### config.mk
export PLATFORM = sky130hd
export DESIGN_NAME = clqp_fifo
export DESIGN_NICKNAME = d
export VERILOG_FILES = /design/src/rtl/core/clqp_pkg.sv /design/src/rtl/core/clqp_fifo.sv
export SDC_FILE = /design/constraint.sdc
export NUM_CORES = 1
export LEC_CHECK = 0
export BUFFER_PORTS_ARGS = -buffer_cell sky130_fd_sc_hd__buf_4
export CAP_MARGIN = 10
export CORE_ASPECT_RATIO = 1.4
export CORE_UTILIZATION = 48
export CTS_CLUSTER_DIAMETER = 100
export DETAILED_ROUTE_END_ITERATION = 8
export PLACE_DENSITY = 0.83
export SYNTH_ARGS = -nofsm -noshare
export SYNTH_HDL_FRONTEND = slang
export SYNTH_SLANG_ARGS = --single-unit
### constraint.sdc
create_clock -name clk -period 1.5 [get_ports clk]
set_clock_uncertainty 0.1 [all_clocks]
set_input_delay 0.075 -clock clk [delete_from_list [all_inputs] [get_ports clk]]
set_output_delay 0.075 -clock clk [all_outputs]
set_load 0.01 [all_outputs]
### src/rtl/core/clqp_pkg.sv
`timescale 1ns / 1ps
// ----------------------------------------------------------------------------
// clqp_pkg
// Shared widths, codes and types of the color table quantizer and 4bpp packer.
// ----------------------------------------------------------------------------
package clqp_pkg;

	localparam int BYTE_W     = 8;
	localparam int CODE_W     = 4;
	localparam int TADDR_W    = 12;
	localparam int TDATA_W    = 40;
	localparam int CFG_IDX_W  = 2;
	localparam int CFG_DATA_W = 4;

	localparam int Q_DEPTH = 4;
	localparam int Q_PTR_W = 2;
	localparam int Q_CNT_W = 3;

	localparam logic OP_PIXEL       = 1'b0;
	localparam logic OP_TABLE_WRITE = 1'b1;

	localparam logic ORDER_RGB = 1'b0;
	localparam logic ORDER_BGR = 1'b1;

	localparam logic [CFG_IDX_W-1:0] CFG_CHANNEL_ORDER = 2'd0;
	localparam logic [CFG_IDX_W-1:0] CFG_PAD_CODE      = 2'd1;

	typedef struct packed {
		logic [CODE_W-1:0] code;
		logic              last;
	} entry_t;

	typedef struct packed {
		logic   valid;
		entry_t ent;
	} beat_t;

endpackage

### src/rtl/core/clqp_fifo.sv
`timescale 1ns / 1ps
// ----------------------------------------------------------------------------
// clqp_fifo
// Short queue of looked-up codes between the front and the packer.
// ----------------------------------------------------------------------------
module clqp_fifo (
	input  logic                          clk,
	input  logic                          arst_n,
	input  clqp_pkg::beat_t               push,
	input  logic                          pop,
	output clqp_pkg::beat_t               head,
	output logic [clqp_pkg::Q_CNT_W-1:0]  level
);
	import clqp_pkg::*;

	entry_t             slots_q [Q_DEPTH];
	logic [Q_PTR_W-1:0] wr_ptr_q, rd_ptr_q;
	logic [Q_CNT_W-1:0] cnt_q;

	always_ff @(posedge clk) begin
		if (push.valid) begin
			slots_q[wr_ptr_q] <= push.ent;
		end
	end

	always_ff @(posedge clk or negedge arst_n) begin
		if (!arst_n) begin
			wr_ptr_q <= '0;
			rd_ptr_q <= '0;
			cnt_q    <= '0;
		end else begin
			if (push.valid) begin
				wr_ptr_q <= wr_ptr_q + Q_PTR_W'(1);
			end
			if (pop) begin
				rd_ptr_q <= rd_ptr_q + Q_PTR_W'(1);
			end
			cnt_q <= cnt_q + Q_CNT_W'(push.valid) - Q_CNT_W'(pop);
		end
	end

	assign head.valid = cnt_q != '0;
	assign head.ent   = slots_q[rd_ptr_q];
	assign level      = cnt_q;

endmodule

# Word level (Yosys, flattened, before mapping)
# Memory sizes are Yosys's and may differ from the RTL's.
# Index checks and enable logic that the tools add are counted.
[word_totals]
reg_bits = 7
mem_bits_rw = 20
input_bits = 9
output_inout_bits = 9
wordCells = 11
mem_count = 1
[classes]
add_sub_neg = 4
muxes = 2
n_reduce_logical = 1
[mem_list]
columns = ["name", "depth", "word_bits", "rd", "rd_clocked_by_memory_dff", "write_ports", "line", "rtl"]
rows = [
  ["slots_q", 4, 5, 1, 0, 1, "clqp_fifo.sv:16", "entry_t slots_q [Q_DEPTH];"],
]
[ops]
columns = ["operator", "n"]
rows = [
  ["$add 2x1->2 const B", 2],
  ["$add 3x1->3", 1],
  ["$reduce_bool 3->1", 1],
  ["$sub 3x1->3", 1],
  ["$mux 1", 2],
]

# Depth between registers and ports, before layout
[depth]
ltp_word = 2
mapped_depth = 7
ltp_nobuf = 7

# Worst setup path before layout
# OpenSTA, ideal clock, no wires.
[synth_path]
path_type = "register -> register"
start = "reg cnt_q[0], in the netlist level[0]"
end = "reg cnt_q[2], in the netlist level[2]"
setup_ps = 123
arrival_time_ps = 1523
required_time_ps = 1277
path_slack_ps = -246
stages_incl_launch_ff = 8
n_path_buf = 0
path_cell_list = "dfrtp_1 > inv_1 > ha_1 > inv_1 > ha_1 > fa_1 > xnor2_1 > xnor2_1"
[synth_via]
elab_chain_len = 2
[synth_rtl]
columns = ["element", "line", "rtl"]
rows = [
  ["from (decl)", "clqp_fifo.sv:18", "logic [Q_CNT_W-1:0] cnt_q;"],
  ["from (signal assigned)", "clqp_fifo.sv:38", "cnt_q <= cnt_q + Q_CNT_W'(push.valid) - Q_CNT_W'(pop);"],
  ["$add 3x1->3", "clqp_fifo.sv:38", ""],
  ["$sub 3x1->3", "clqp_fifo.sv:38", ""],
]
# No other way between the ends.
# A chain may end at the register's enable or synchronous reset.

# Final worst setup path
# Ends and elaborated chain as after synthesis.

==> flow_summary.toml <==
[cts]
worstSkewPairLatency_ns = 0.32
clockBufferDepth = 2
path_clk_slew_ns = 0.13
cts_buffers = 3
clock-root-buffer = "clkbuf_4"
cts_tree = "done"
htree_levels = 1
clock_sinks = 27

[status]
violations = "setup timing"
status = "complete, but fails checks"

[timing]
timing.final.crit_share_pct = 116
finalMaxSlewViolations = 0
relSlewSlack_pct = 77.7
layout_setup_ws_ns = -0.235
finalSetupViolCount = 8
fmax_mhz = 576
rsz0062_at_grt = "yes"
timing.hold.ws_ns = 0.110
worstMarginPinSlew_ns = 0.333
layout_min_cycle_time_ns = 1.73
hold_viol = 0

[power]
p_leak_nw = 0.570
peakVddDrop_mv = 1.31
pwr_density_cell_nw_per_um2 = 1770

[layout]
fin_nets = 107
finalNonFillerCells = 112
stdcell_area_um2 = 1440
num_antenna_cells = 0
multiInputGateArea_um2 = 330
layout-drive-gt1-share_pct = 38.9
regArea_um2 = 777
fillers = 153
area_growth_pct = 30.2

[placed_design]
port_buffers = 17
gp_congestion = 0.646
placed_cell_area_um2 = 1270
placed_cells_incl_taps = 99
dp_hpwl_mm = 1.18

[floorplanning]
die_w_um = 42.6
fp.dieH_um = 58.9
ios = 18
start_util_pct = 50.9
rows = 20
die_area_um2 = 2510
core_area_um2 = 2180

[worst_setup_path]
cp_max_fo = 2
critPathArrivalTime_ns = 1.88
worstSetupStartpointType = "flop"
critPathKind = "flop to flop"
end_kind = "flop"
required_ns = 1.65

[yosys]
synth_area_um2 = 1110
synth.top_cell.area_share_pct = 54.2
ys_ff_latch = 27
synth_area_per_cell_um2 = 18.5
yosysSeqAreaShare_pct = 70.0
synth.distinct_cells = 14
syn_nets = 76
synth_top_cell_by_area = "edfxtp_1"
yosys-top-cells-area = "edfxtp_1, dfrtp_1, mux4_2, ha_1, xnor2_1"
ys_warn_count = 0
syn_inst = 60

[hold_path]
hp-class = "input pin to flop"

[drt]
drcViolationCount = 0
wl_per_cell_um = 14.6
wl_mm = 1.63
via_per_inst = 5.22
final_antenna_net_count = 0
vias = 585
first_pass_iters = 3
initialDrtViolationCount = 8

[run]
cap_viol_max_count = 0

[global_routing]
antenna_found_initial = 0
track_usage_pct = 15.3
grt_pass1_wl_mm = 2.64
grt_pass1_vias = 596
globalRoute.totalOverflow = 0
grt_max_degree = 18
routing by layer:
| layer | vias up | GRT usage (%) | routed length (um) |
|---|---|---|---|
| met3 | 5 | 1.84 | 46 |
| li1 | 275 | - | - |
| met4 | 0 | 9.38 | 39 |
| met1 | 294 | 17.3 | 602 |
| met5 | - | 0 | 0 |
| met2 | 11 | 27.5 | 945 |
repair_timing:
item	in CTS	in global routing
pin swaps	1	5
hold buffers	9	0
hold endpoints to repair	32	0
setup endpoints to repair	8	8
setup buffers	1	0
gates resized for setup	8	4
gates cloned	0	0
layout make-up:
type / instances / share of cell area, %
Inverter: 6 / 1.56
Multi-Input combinational cell: 25 / 22.9
Clock buffer: 3 / 1.56
Sequential cell: 27 / 53.8
Clock inverter: 1 / 0.607
Tap cell: 22 / 1.91
Timing Repair Buffer: 28 / 17.7
logic make-up (layout without fill, tap and decap cells):
family	Yosys count	after routing	synth area share (%)
AO/OA/AOI/OAI	1	1	0.451
AND/OR/NAND/NOR	7	7	3.50
XOR/XNOR	5	5	3.95
adder cells (fa/ha/maj)	7	7	8.58
multiplexers	5	5	10.2
flip-flops	27	27	70.0
buffers and inverters	8	38	3.39
state kept, by name, indices dropped and copies added (netlist names):
name and cells:
slots_q 20, level 3, rd_ptr_q 2, wr_ptr_q 2
layout by cell type (no fill, tap or decap):
master and count:
xor2_1 2, dlygate4sd3_1 9, dfrtp_2 1, clkbuf_4 3, dfrtp_1 6, buf_4 13
o21ai_0 1, buf_6 6, fa_2 1, nand2_1 2, inv_6 1, ha_4 2
and2_1 4, inv_2 2, mux4_2 5, ha_1 4, xnor2_1 2, inv_1 4
xnor2_2 1, edfxtp_1 20, or3_1 1
stage by stage:
stage	total power, W	util (%)	setup slack, ns	setup TNS [ns]
2_1_floorplan	0.00173	-	-0.186	-0.238
6_report	0.00256	66.3	-0.235	-1.11
5_1_grt	0.00272	66.3	-0.325	-1.69
3_5_place_dp	0.00210	58.3	-0.175	-0.188
4_1_cts	0.00255	65.3	-0.196	-1.19
3_3_place_gp	0.00203	58.3	-0.113	-0.113
cell usage after synthesis, drive strengths merged:
library cell,instances
edfxtp,20
dfrtp,7
ha,6
inv,6
mux4,5
and2,4
xnor2,3
nand2,2
xor2,2
buf,1
clkbuf,1
fa,1
o21ai,1
or3,1
power by group:
group / internal [W] / switching, W / leakage (nW) / total, W
registers: 0.00102 / 0.000161 / 0.265 / 0.00118
logic: 0.000625 / 0.000423 / 0.287 / 0.00105
clock network: 0.000109 / 0.000217 / 0.0183 / 0.000326
total: 0.00175 / 0.000802 / 0.570 / 0.00256
worst paths after layout:
path / start / end / slack, ns / depth (start not counted)
max: level[0] / level[2] / -0.23 / 7
max reg2reg: level[0] / level[2] / -0.23 / 7
min reg2reg: wr_ptr_q[0] / wr_ptr_q[0] / 0.45 / 1
min: pop / level[0] / 0.11 / 4
max in group asynchronous: arst_n / rd_ptr_q[0] / 0.42 / 3
min in group asynchronous: arst_n / rd_ptr_q[1] / 0.62 / 3
worst max-delay path, stage by stage (launching register included):
cell and delay, ns:
dfrtp_1 0.38, inv_2 0.05, ha_4 0.25, inv_2 0.04, ha_4 0.15, fa_2 0.37, xnor2_2 0.15, xnor2_1 0.17
Power figures use the tool's default switching activity.
