$ cat config.mk
export PLATFORM = sky130hd
export DESIGN_NAME = clqp_back
export DESIGN_NICKNAME = d
export VERILOG_FILES = /design/src/rtl/core/clqp_pkg.sv /design/src/rtl/core/clqp_back.sv
export SDC_FILE = /design/constraint.sdc
export NUM_CORES = 1
export LEC_CHECK = 0
export BUFFER_PORTS_ARGS = -buffer_cell sky130_fd_sc_hd__buf_2
export CORE_MARGIN = 8
export CORE_UTILIZATION = 47
export DETAILED_ROUTE_END_ITERATION = 6
export PLACE_DENSITY = 0.74
export SYNTH_ARGS = -nofsm -noshare
export SYNTH_HDL_FRONTEND = slang
export SYNTH_SLANG_ARGS = --single-unit
$ cat constraint.sdc
create_clock -name clk -period 1.63 [get_ports clk]
set_input_delay 0.326 -clock clk [delete_from_list [all_inputs] [get_ports clk]]
set_output_delay 0.326 -clock clk [all_outputs]
set_load 0.1 [all_outputs]
$ cat src/rtl/core/clqp_pkg.sv
`timescale 1ns / 1ps
// ----------------------------------------------------------------------------
// clqp_pkg
// Shared widths, codes and types of the color table quantizer and 4bpp packer.
// ----------------------------------------------------------------------------
package clqp_pkg;

	localparam int BYTE_W     = 8;
	localparam int CODE_W     = 4;
	localparam int TADDR_W    = 12;
	localparam int TDATA_W    = 40;
	localparam int CFG_IDX_W  = 2;
	localparam int CFG_DATA_W = 4;

	localparam int Q_DEPTH = 4;
	localparam int Q_PTR_W = 2;
	localparam int Q_CNT_W = 3;

	localparam logic OP_PIXEL       = 1'b0;
	localparam logic OP_TABLE_WRITE = 1'b1;

	localparam logic ORDER_RGB = 1'b0;
	localparam logic ORDER_BGR = 1'b1;

	localparam logic [CFG_IDX_W-1:0] CFG_CHANNEL_ORDER = 2'd0;
	localparam logic [CFG_IDX_W-1:0] CFG_PAD_CODE      = 2'd1;

	typedef struct packed {
		logic [CODE_W-1:0] code;
		logic              last;
	} entry_t;

	typedef struct packed {
		logic   valid;
		entry_t ent;
	} beat_t;

endpackage

$ cat src/rtl/core/clqp_back.sv
`timescale 1ns / 1ps
// ----------------------------------------------------------------------------
// clqp_back
// Pairs codes into bytes, pads an odd final pixel, drives the output register.
// ----------------------------------------------------------------------------
module clqp_back (
	input  logic                            clk,
	input  logic                            arst_n,
	input  logic [clqp_pkg::CODE_W-1:0]     pad_code,
	input  clqp_pkg::beat_t                 head,
	output logic                            pop,
	output logic                            out_valid,
	input  logic                            out_ready,
	output logic [2*clqp_pkg::CODE_W-1:0]   out_data,
	output logic                            out_last
);
	import clqp_pkg::*;

	logic [CODE_W-1:0]   held_code_q;
	logic                held_valid_q;
	logic                out_valid_q, out_last_q;
	logic [2*CODE_W-1:0] out_data_q;
	logic                emits, out_free, fire;

	assign emits    = held_valid_q || head.ent.last;
	assign out_free = !out_valid_q || out_ready;
	assign pop      = head.valid && (!emits || out_free);
	assign fire     = pop && emits;

	always_ff @(posedge clk) begin
		if (fire) begin
			if (held_valid_q) begin
				out_data_q <= {held_code_q, head.ent.code};
				out_last_q <= head.ent.last;
			end else begin
				out_data_q <= {head.ent.code, pad_code};
				out_last_q <= 1'b1;
			end
		end
	end

	always_ff @(posedge clk or negedge arst_n) begin
		if (!arst_n) begin
			out_valid_q  <= 1'b0;
			held_valid_q <= 1'b0;
			held_code_q  <= '0;
		end else begin
			if (out_free) begin
				out_valid_q <= fire;
			end
			if (pop) begin
				if (held_valid_q) begin
					held_valid_q <= 1'b0;
					held_code_q  <= '0;
				end else if (!head.ent.last) begin
					held_valid_q <= 1'b1;
					held_code_q  <= head.ent.code;
				end
			end
		end
	end

	assign out_valid = out_valid_q;
	assign out_data  = out_data_q;
	assign out_last  = out_last_q;

endmodule

# Word level (Yosys, flattened, before mapping)
# Index checks and enable logic that the tools add are counted.
[totals]
reg_bits = 15
latch_bits = 0
ram_bits = 0
mem_bits_ro = 0
inputBits = 13
output_inout_bits = 11
word_cells = 19
mem_count = 0
[op_classes]
addsub = 0
mul = 0
div = 0
order_cmp = 0
n_eq_ne = 1
n_shift = 0
muxes = 5
bitwise = 0
reduce_logical = 8
[op_table]
columns = ["cell", "count"]
rows = [
  ["$mux 4", 2],
  ["$mux 8", 1],
  ["$logic_or 1x1->1", 3],
  ["$logic_and 1x1->1", 2],
  ["$logic_not 1->1", 2],
  ["$mux 1", 2],
  ["$ne 2x1->1 const B", 1],
  ["$reduce_and 2->1", 1],
]

# Logic depth before layout (Yosys ltp)
[logic_depth]
word_depth = 5
ltp_mapped = 4
depth_no_buf = 3

# Least setup slack after synthesis
# Ideal clock, no wire load.
[synth_path]
path_kind = "register -> output"
from = "reg out_valid_q (netlist: out_valid)"
to = "out pop"
arrival_time_ns = 1.807
required_ns = 1.304
path_slack_ns = -0.503
path_stages_with_launch = 3
n_path_buf = 0
path_cell_list = "dfrtp_1 nand2b_1 o21a_1"
[synth_via]
elab_chain_len = 4
[synth_lines]
columns = ["item", "line_no", "rtl"]
rows = [
  ["from (decl)", "clqp_back.sv:21", "logic out_valid_q, out_last_q;"],
  ["from (signal assigned)", "clqp_back.sv:49", "out_valid_q <= fire;"],
  ["$logic_not 1->1", "clqp_back.sv:26", "assign out_free = !out_valid_q || out_ready;"],
  ["$logic_or 1x1->1", "clqp_back.sv:26", ""],
  ["$logic_or 1x1->1", "clqp_back.sv:27", "assign pop = head.valid && (!emits || out_free);"],
  ["$logic_and 1x1->1", "clqp_back.sv:27", ""],
  ["to (decl)", "clqp_back.sv:11", "output logic pop,"],
]
# No other way between the ends.

# Worst setup path in the final report
# Same ends and word-level chain as after synthesis.

==> impl_results.md <==
* Total grt overflow at 0
* Core area at 1450 um^2
* Iteration-0 DRC Markers at 11
* ANT cells at 0
* Clock latency of the later-clocked register in the worst-skew pair at 0.27 ns
* Post-CTS Setup Inserts at 0
* Count of buffers inserted at the top-level ports at 23
* Chip width at 54.5 um
* Post-synthesis sequential element count at 15
* Average cell area after synthesis at 14.5 um^2
* Portion of total power attributed to sequential cells at 41.7%
* Clock Root Buffer: sky130_fd_sc_hd__clkbuf_4
* RSZ-0062 raised after global routing: no
* Crit-path max FO at 5
* Detailed Routing Iterations Pass 1 at 4
* Gpl congestion at 0.737
* Global routing usage on met2 at 16.0%
* Status: complete, no violations
* Synth Instances at 48
* Layout Skew at 0.00517 ns
* Final wirelength at 1350 um
* Main area contributors after synthesis: sky130_fd_sc_hd__edfxtp_1 (39%), sky130_fd_sc_hd__dfrtp_1 (22%), sky130_fd_sc_hd__mux2_2 (8.1%)
* Fraction of layout instances using a drive strength above 1 at 56.0%
* Wire length of the first global-routing pass at 2030 um
* Die Area at 2970 um^2
* Required time of the worst setup path at 1.30 ns
* Top Usage Layer GRT: met2
* Max VDD drop at 0.000710 V
* Setup WS pre-CTS at 0.271 ns
* Worst slew margin at 67.4%
* Worst slew pin tran at 0.492 ns
* Count of nets after finishing at 89
* CTS buffer count at 3
* Clock share of power at 15.7%
* Kind of start point of the critical path: flop
* Worst path arrival time at 1.19 ns
* Warnings, synthesis at 0
* Path type of the worst setup path: flop to output port
* Half-perimeter wire length of the detailed placement result at 1040 um
* Endpoint type of the worst setup path: output port
* Number of enable flip-flop cells after synthesis at 9
* Overall fraction of global-route tracks in use at 9.39%
* Post-synth net total at 61
* Setup_tns at 0 ns
* Ratio of routed vias to standard cells at 5.13
* Startpoint of the lowest-slack hold path: head[5]
* Portion of the post-synthesis area used by sequential elements at 60.3%
* Overall via count from detail_route at 467
* Portion of synthesized cell area occupied by the leading cell type at 38.8%
* Kind of path behind the tightest hold check: primary input to flop
* Largest area contributor in the netlist: sky130_fd_sc_hd__edfxtp_1
* Most frequent cell after synthesis: sky130_fd_sc_hd__edfxtp_1
* Hold_buf cts at 1
* Number of top-level pins at 24
* Initial standard-cell utilization of the core at 47.9%
* Antenna violations before repair at 0
* Critical path launch point: out_valid
* Largest net degree at the start of global routing at 14
* Vias in the first global route at 464
* Worst Setup Slack, final at 0.111 ns
* CTS tree: done
* Maximum buffer depth of the clock tree at 2
* Total standard cell area after synthesis at 697 um^2
* Site row count at 14
* Final hold viol count at 0
* Final routed wire length divided by cell count at 14.8 um
* DIE HEIGHT at 54.5 um
* Switching power as a share of total power at 41.6%
* Met1 layer usage reported by global route at 10.8%
* Unique cell type count in the Yosys netlist at 19
* Post-synthesis to final-layout area growth at 25.3%
* Setup violations, final at 0
* Internal power component at 755 uW
* Clock-pin slew of the registers on the worst-case setup and hold paths at 0.09 ns
* Number of sinks driven by the clock tree at 15
* Leading cell types by count after synthesis: sky130_fd_sc_hd__edfxtp_1 (9), sky130_fd_sc_hd__dfrtp_1 (6), sky130_fd_sc_hd__mux2_2 (5)
* F_max at 658 MHz
* Met3 Track Usage GR at 1.90%
* Fraction of the cycle the final worst path needs at 93.2%
* DR DRC count at 0
* Slew Viols, Final at 0
* Ys async rst share at 40.0%
* Logic pwr share at 42.6%
* Net Switching at 538 uW
* Pwr Density at 1480 nW/um^2
* Reg-to-reg critical path startpoint: held_valid_q
* Post-route minimum period at 1.52 ns
* CTS-repair resized insts at 0
* Remaining antenna violation count at 0
* P_leak at 0.000384 uW
* H-tree levels at 1
* Prevailing post-synth register cell: sky130_fd_sc_hd__edfxtp_1
* # Max-Cap Violations at 0
## through the flow
stage	instance area, um^2	util (%)	total power [uW]	instances	hold WS (ns)
6_report	873	60.1	1290	91	0.344
5_1_grt	873	60.1	1360	91	0.341
4_1_cts	873	60.1	1300	91	0.330
3_5_place_dp	837	57.6	1100	86	0.162
3_3_place_gp	837	57.6	1090	86	0.158
2_1_floorplan	702	-	1020	48	0.0304
## flip-flops by register name (all words and copies together) (netlist names)
name,cells
out_valid,1
held_valid_q,1
out_data,8
out_last,1
held_code_q,4
## worst paths after layout
kind	cells after the start	end	slack [ns]
max reg2reg	2	out_data[6]	0.35
max in group asynchronous	2	out_valid	1.07
min	2	held_valid_q	0.34
min reg2reg	1	held_code_q[2]	0.52
max	3	pop	0.11
min in group asynchronous	2	held_code_q[3]	0.40
## area by class of cell
type,instances,area [um^2]
well taps,16,20.0
inverters,1,3.75
flip-flops and latches,15,422
fillers,120,581
multi-input cells,29,246
repair buffers,26,155
clock buffers,4,26.3
## placed cells by master (no fill, tap or decap), types with 2 or more instances in the layout
| master | Yosys | routed |
|---|---|---|
| sky130_fd_sc_hd__dfrtp_1 | 6 | 5 |
| sky130_fd_sc_hd__a22oi_1 | 3 | 3 |
| sky130_fd_sc_hd__buf_2 | 0 | 22 |
| sky130_fd_sc_hd__nand2_1 | 3 | 3 |
| sky130_fd_sc_hd__nor2_1 | 2 | 2 |
| sky130_fd_sc_hd__edfxtp_1 | 9 | 9 |
| sky130_fd_sc_hd__o21ai_0 | 2 | 2 |
| sky130_fd_sc_hd__o2bb2ai_1 | 3 | 3 |
| sky130_fd_sc_hd__nand2b_1 | 2 | 2 |
| sky130_fd_sc_hd__mux2_4 | 3 | 3 |
| sky130_fd_sc_hd__buf_4 | 1 | 2 |
| sky130_fd_sc_hd__mux2_2 | 5 | 5 |
| sky130_fd_sc_hd__clkbuf_4 | 0 | 3 |
## kinds of logic after synthesis
logic type | Yosys count | share of synthesized area, %
flops | 15 | 60.3
compound gates | 12 | 12.9
simple gates | 9 | 7.36
mux | 8 | 14.5
buf+inv | 4 | 4.85
## worst max-delay path, stage by stage, from the launching register on
cell	delay (ns)
sky130_fd_sc_hd__dfrtp_2	0.40
sky130_fd_sc_hd__nand2b_1	0.16
sky130_fd_sc_hd__o21a_2	0.19
sky130_fd_sc_hd__buf_12	0.17
## metal layers
metal,share of wire (%),wire [um]
met1,41,549
met2,50,678
met3,7.4,100
met4,1.4,19
met5,0,0
## power by group through the flow
stage               Sequential, uW  Combinational [uW]  Clock, uW
detailed placement             547                 552          0
floorplan                      788                 235          0
CTS                            539                 554        208
finish                         539                 551        203
global route                   549                 577        230
global placement               542                 543          0
Note: power is estimated with default switching activity, not from simulation.
